### src/design/fpe_div.sv
// restoring divider, one quotient bit per cycle, 64-bit dividend by 32-bit divisor
`timescale 1ns / 1ps
`default_nettype none
module fpe_div (
    input  wire logic        i_clk,
    input  wire logic        i_rst_n,
    input  wire logic        i_start,
    input  wire logic [63:0] i_num,
    input  wire logic [31:0] i_den,
    output logic             o_done,
    output logic [63:0]      o_quo,
    output logic [31:0]      o_rem
);

    logic        r_busy;
    logic        r_done;
    logic [5:0]  r_cnt;
    logic [63:0] r_num;
    logic [63:0] r_quo;
    logic [31:0] r_rem;
    logic [31:0] r_den;
    logic [32:0] w_trial;
    logic        w_ge;

    assign w_trial = {r_rem, r_num[63]};
    assign w_ge    = w_trial >= {1'b0, r_den};

    always_ff @(posedge i_clk) begin
        if (!i_rst_n) begin
            r_busy <= 1'b0;
            r_done <= 1'b0;
            r_cnt  <= '0;
        end else begin
            r_done <= r_busy && (r_cnt == 6'd63);
            if (i_start) begin
                r_busy <= 1'b1;
                r_cnt  <= '0;
            end else if (r_busy) begin
                r_cnt <= r_cnt + 6'd1;
                if (r_cnt == 6'd63) begin
                    r_busy <= 1'b0;
                end
            end
        end
    end

    always_ff @(posedge i_clk) begin
        if (i_start) begin
            r_num <= i_num;
            r_den <= i_den;
            r_rem <= '0;
            r_quo <= '0;
        end else if (r_busy) begin
            r_num <= {r_num[62:0], 1'b0};
            r_quo <= {r_quo[62:0], w_ge};
            r_rem <= w_ge ? 32'(w_trial - {1'b0, r_den}) : w_trial[31:0];
        end
    end

    assign o_done = r_done;
    assign o_quo  = r_quo;
    assign o_rem  = r_rem;

endmodule
`default_nettype wire

### config.mk
export PLATFORM = sky130hd
export DESIGN_NAME = fpe_div
export DESIGN_NICKNAME = d
export VERILOG_FILES = /design/src/design/fpe_div.sv
export SDC_FILE = /design/constraint.sdc
export NUM_CORES = 1
export LEC_CHECK = 0
export BUFFER_PORTS_ARGS = -buffer_cell sky130_fd_sc_hd__buf_2
export CAP_MARGIN = 20
export CORE_UTILIZATION = 35
export CTS_CLUSTER_SIZE = 25
export DETAILED_ROUTE_END_ITERATION = 7
export SLEW_MARGIN = 20
export SYNTH_ARGS = -nofsm -noshare
export SYNTH_HDL_FRONTEND = slang
export SYNTH_SLANG_ARGS = --single-unit
### constraint.sdc
create_clock -name i_clk -period 2.6 [get_ports i_clk]
set_clock_uncertainty 0.05 [all_clocks]
set_input_delay 0.26 -clock i_clk [delete_from_list [all_inputs] [get_ports i_clk]]
set_output_delay 0.26 -clock i_clk [all_outputs]
set_load 0.02 [all_outputs]
==> metrics <==
Cells after Synth 835; reg2reg end o_rem[30]; buffers added on ports roughly 200; Synth Net Count roughly 970; number of enable flip-flop cells after synthesis 96; Routability Congestion approximately 0.89; WL/cell roughly 15 um; failing checks setup timing; Root Buffer Master clkbuf_16; vias in the first global route roughly 7.3k; Tightest Hold Check Type input pin to flip-flop; total of max-cap violations 0; pwr/cell area ~620 nW/um2; mean post-synth cell area 11.38 um2; clock sink count 200; Filler cells roughly 2.4k; Max stage delay cell, worst path edfxtp_1; leakage ~5.6 nW; placed insts between 1k and 1.5k; ANT cells 0; Synth Flop Type dfxtp_1; Final Cycle Share 106.6%; Worst setup startpoint r_den[4]; worst r2r path cells 12; final worst slack -171.6 ps; post-route ant nets 0; cell family with most CP delay compound AO/OA/AOI/OAI gates; Required @ worst endpoint roughly 2900 ps; final std cell area, no fill 12700 um2; cell taking the most area after synthesis edfxtp_1; reg2reg setup slack -170 ps; DP Worst Slack -178.3 ps; Post-DP HPWL around 16000 um; Critical Path Sink Type flip-flop; Critical Path Start Type flip-flop; share of cells above drive strength 1 a little under 40%; Layout Utilization approximately half; Total Routed Length approximately 22000 um; critical path type flip-flop to flip-flop; synth top area cells edfxtp_1, dfxtp_1, mux2i_1, mux2_2, nor2_1; pin count of the biggest net entering global routing 79; Final Hold Vio Count 0; worst path bufs/invs 2; drc violations 0; antenna violations before repair 2; Post-Synthesis Cell Area around 9500 um2; sequential-to-total area share from yosys stat about 52%; clk_lat worst skew ~450 ps; worst-margin pin slew around 560 ps; Max clock buf depth 2; vias per cell ~4.8; Crit. path cell count 12; Worst Path Max Fanout 6; Initial Util approximately 36%; TritonCTS buffer count 17; site row count between 50 and 60; worst vdd ir 0.4376 mV; Yosys warnings 0; CP Cell Sequence inv_2, ha_4, a21o_1, a211o_1, o221a_4, a211o_1, a31oi_4, o31ai_4, buf_12, mux2_4, a22oi_2, o21ai_1; io pins just under 200; total number of vias 7152; Initial DRC Count around 350; Die Span Y 166.8 um; setup TNS after final layout -3924 ps; count of non-filler cells in the finished layout roughly 1.5k; Core ar. 26350 um2; worst hold start i_start; DIE WIDTH approximately 170 um; total global routing overflow 0; final setup fails 33; FMAX roughly 0.36 GHz; asr flop ratio synth 0%; Initial DRT Pass Iterations 4; first-pass GRT wire length 36870 um; FF+latch count, synth 200; Crit path largest cell delay between 300 and 400 ps; Top cell by count, worst path a211o_1; hold slack 39.11 ps; CP endpoint o_rem[30]; post-synth top area share between 30% and 40%; Rel. slew slack a little over three fifths; RSZ-0062 raised after global routing yes; Final #Nets around 1.3k; full die area roughly 28000 um2; total global-route track usage 16.60%; final slew viol count 0; Clk pin slew, worst setup/hold paths about 80 ps; Critical Path AT between 3000 and 4000 ps; TritonCTS clock tree built; reg-to-reg startpoint r_den[4]; minimum clock period approximately 2800 ps; Syn-to-layout area delta 33.68%; Cell variety after synth 55; PnR Total Power 7.909 mW; Cell Area, Placed ~12000 um2; htree depth 4; status finished with violations
==> synth_stat cells (all sizes together), types with 19 or more instances <==
| master | number |
|---|---|
| nor2 | 113 |
| dfxtp | 104 |
| edfxtp | 96 |
| mux2i | 86 |
| mux2 | 66 |
| inv | 41 |
| a21oi | 37 |
| ha | 33 |
| a211oi | 32 |
| clkbuf | 30 |
| nand2 | 29 |
| o21ai | 20 |
| xnor2 | 19 |
==> worst register-to-register path, stage by stage, from the launching register on <==
cell and delay [ps]:
edfxtp_1 390, inv_2 80, ha_4 200, a21o_1 190
a211o_1 240, o221a_4 240, a211o_1 340, a31oi_4 200
o31ai_4 110, buf_12 150, mux2_4 290, a22oi_2 110
o21ai_1 80
==> what timing repair did <==
action | 4_1_cts | 5_1_grt
hold buffers | 33 | 0
gates resized for setup | 11 | 15
setup buffers | 2 | 4
endpoints found under the setup margin | 32 | 33
hold endpoints to repair | 34 | 0
pin swaps | 5 | 17
==> sequential cells by signal (all words and copies together), names as in the netlist <==
| register | count |
|---|---|
| o_done | 1 |
| r_busy | 1 |
| r_num | 64 |
| r_cnt | 6 |
| o_quo | 64 |
| r_den | 32 |
| o_rem | 32 |
==> cells by family after synthesis <==
| kind of cell | share of synthesized area [%] |
|---|---|
| flops | 52.26 |
| simple gates | 8.811 |
| mux | 16.88 |
| compound gates | 11.06 |
| buf+inv | 3.661 |
| fa+ha+maj | 4.557 |
| xor+xnor | 2.766 |
==> area by class of cell <==
cell class | instances | area, um2 | share of cell area [%]
timing repair buffer | 329 | 2150 | 16.93
sequential | 200 | 4980 | 39.21
clock buffer | 19 | 454.2 | 3.576
clock inverter | 13 | 148.9 | 1.172
multi-input combinational | 551 | 4394 | 34.60
inverter | 41 | 153.9 | 1.212
tap | 335 | 419.2 | 3.300
==> per-layer routing <==
layer / vias to the layer above / wire (um) / track usage [%]
met5: - / 8 / 0
met4: 2 / 295 / 4.308
met3: 23 / 1364 / 5.466
met2: 154 / 10580 / 27.48
met1: 3345 / 10240 / 20.73
li1: 3628 / - / -
==> how the worst min path moves through the flow <==
stage,endpoint,slack (ps),depth (start not counted)
CTS,o_rem[0],20,2
global placement,r_den[5],390,1
global route,o_rem[0],30,2
finish,o_rem[1],40,2
detailed placement,r_den[31],390,1
floorplan,r_den[0],310,0
==> placed cells by master, fill, tap and decap left out, drive strengths merged, types with 4 or more instances in the layout <==
cell / instances
clkinv: 7
o21ai: 20
a211o: 4
clkbuf: 19
o211ai: 7
nand2b: 8
nor2b: 4
dlygate4sd3: 33
inv: 46
edfxtp: 96
ha: 33
o21a: 4
xor2: 11
buf: 296
nand4: 10
o21bai: 5
a211oi: 32
a21o: 16
nand3: 8
mux2: 66
nor2: 113
xnor2: 19
a31oi: 7
a21oi: 37
dfxtp: 104
mux2i: 86
and3: 6
nand2: 29
==> power by group <==
group          internal [mW]  switching (mW)  leakage, nW
clock                   1.38            1.35        0.301
combinational          0.788           0.786         3.46
sequential              3.52          0.0822         1.80
Note: power is estimated with default switching activity, not from simulation.
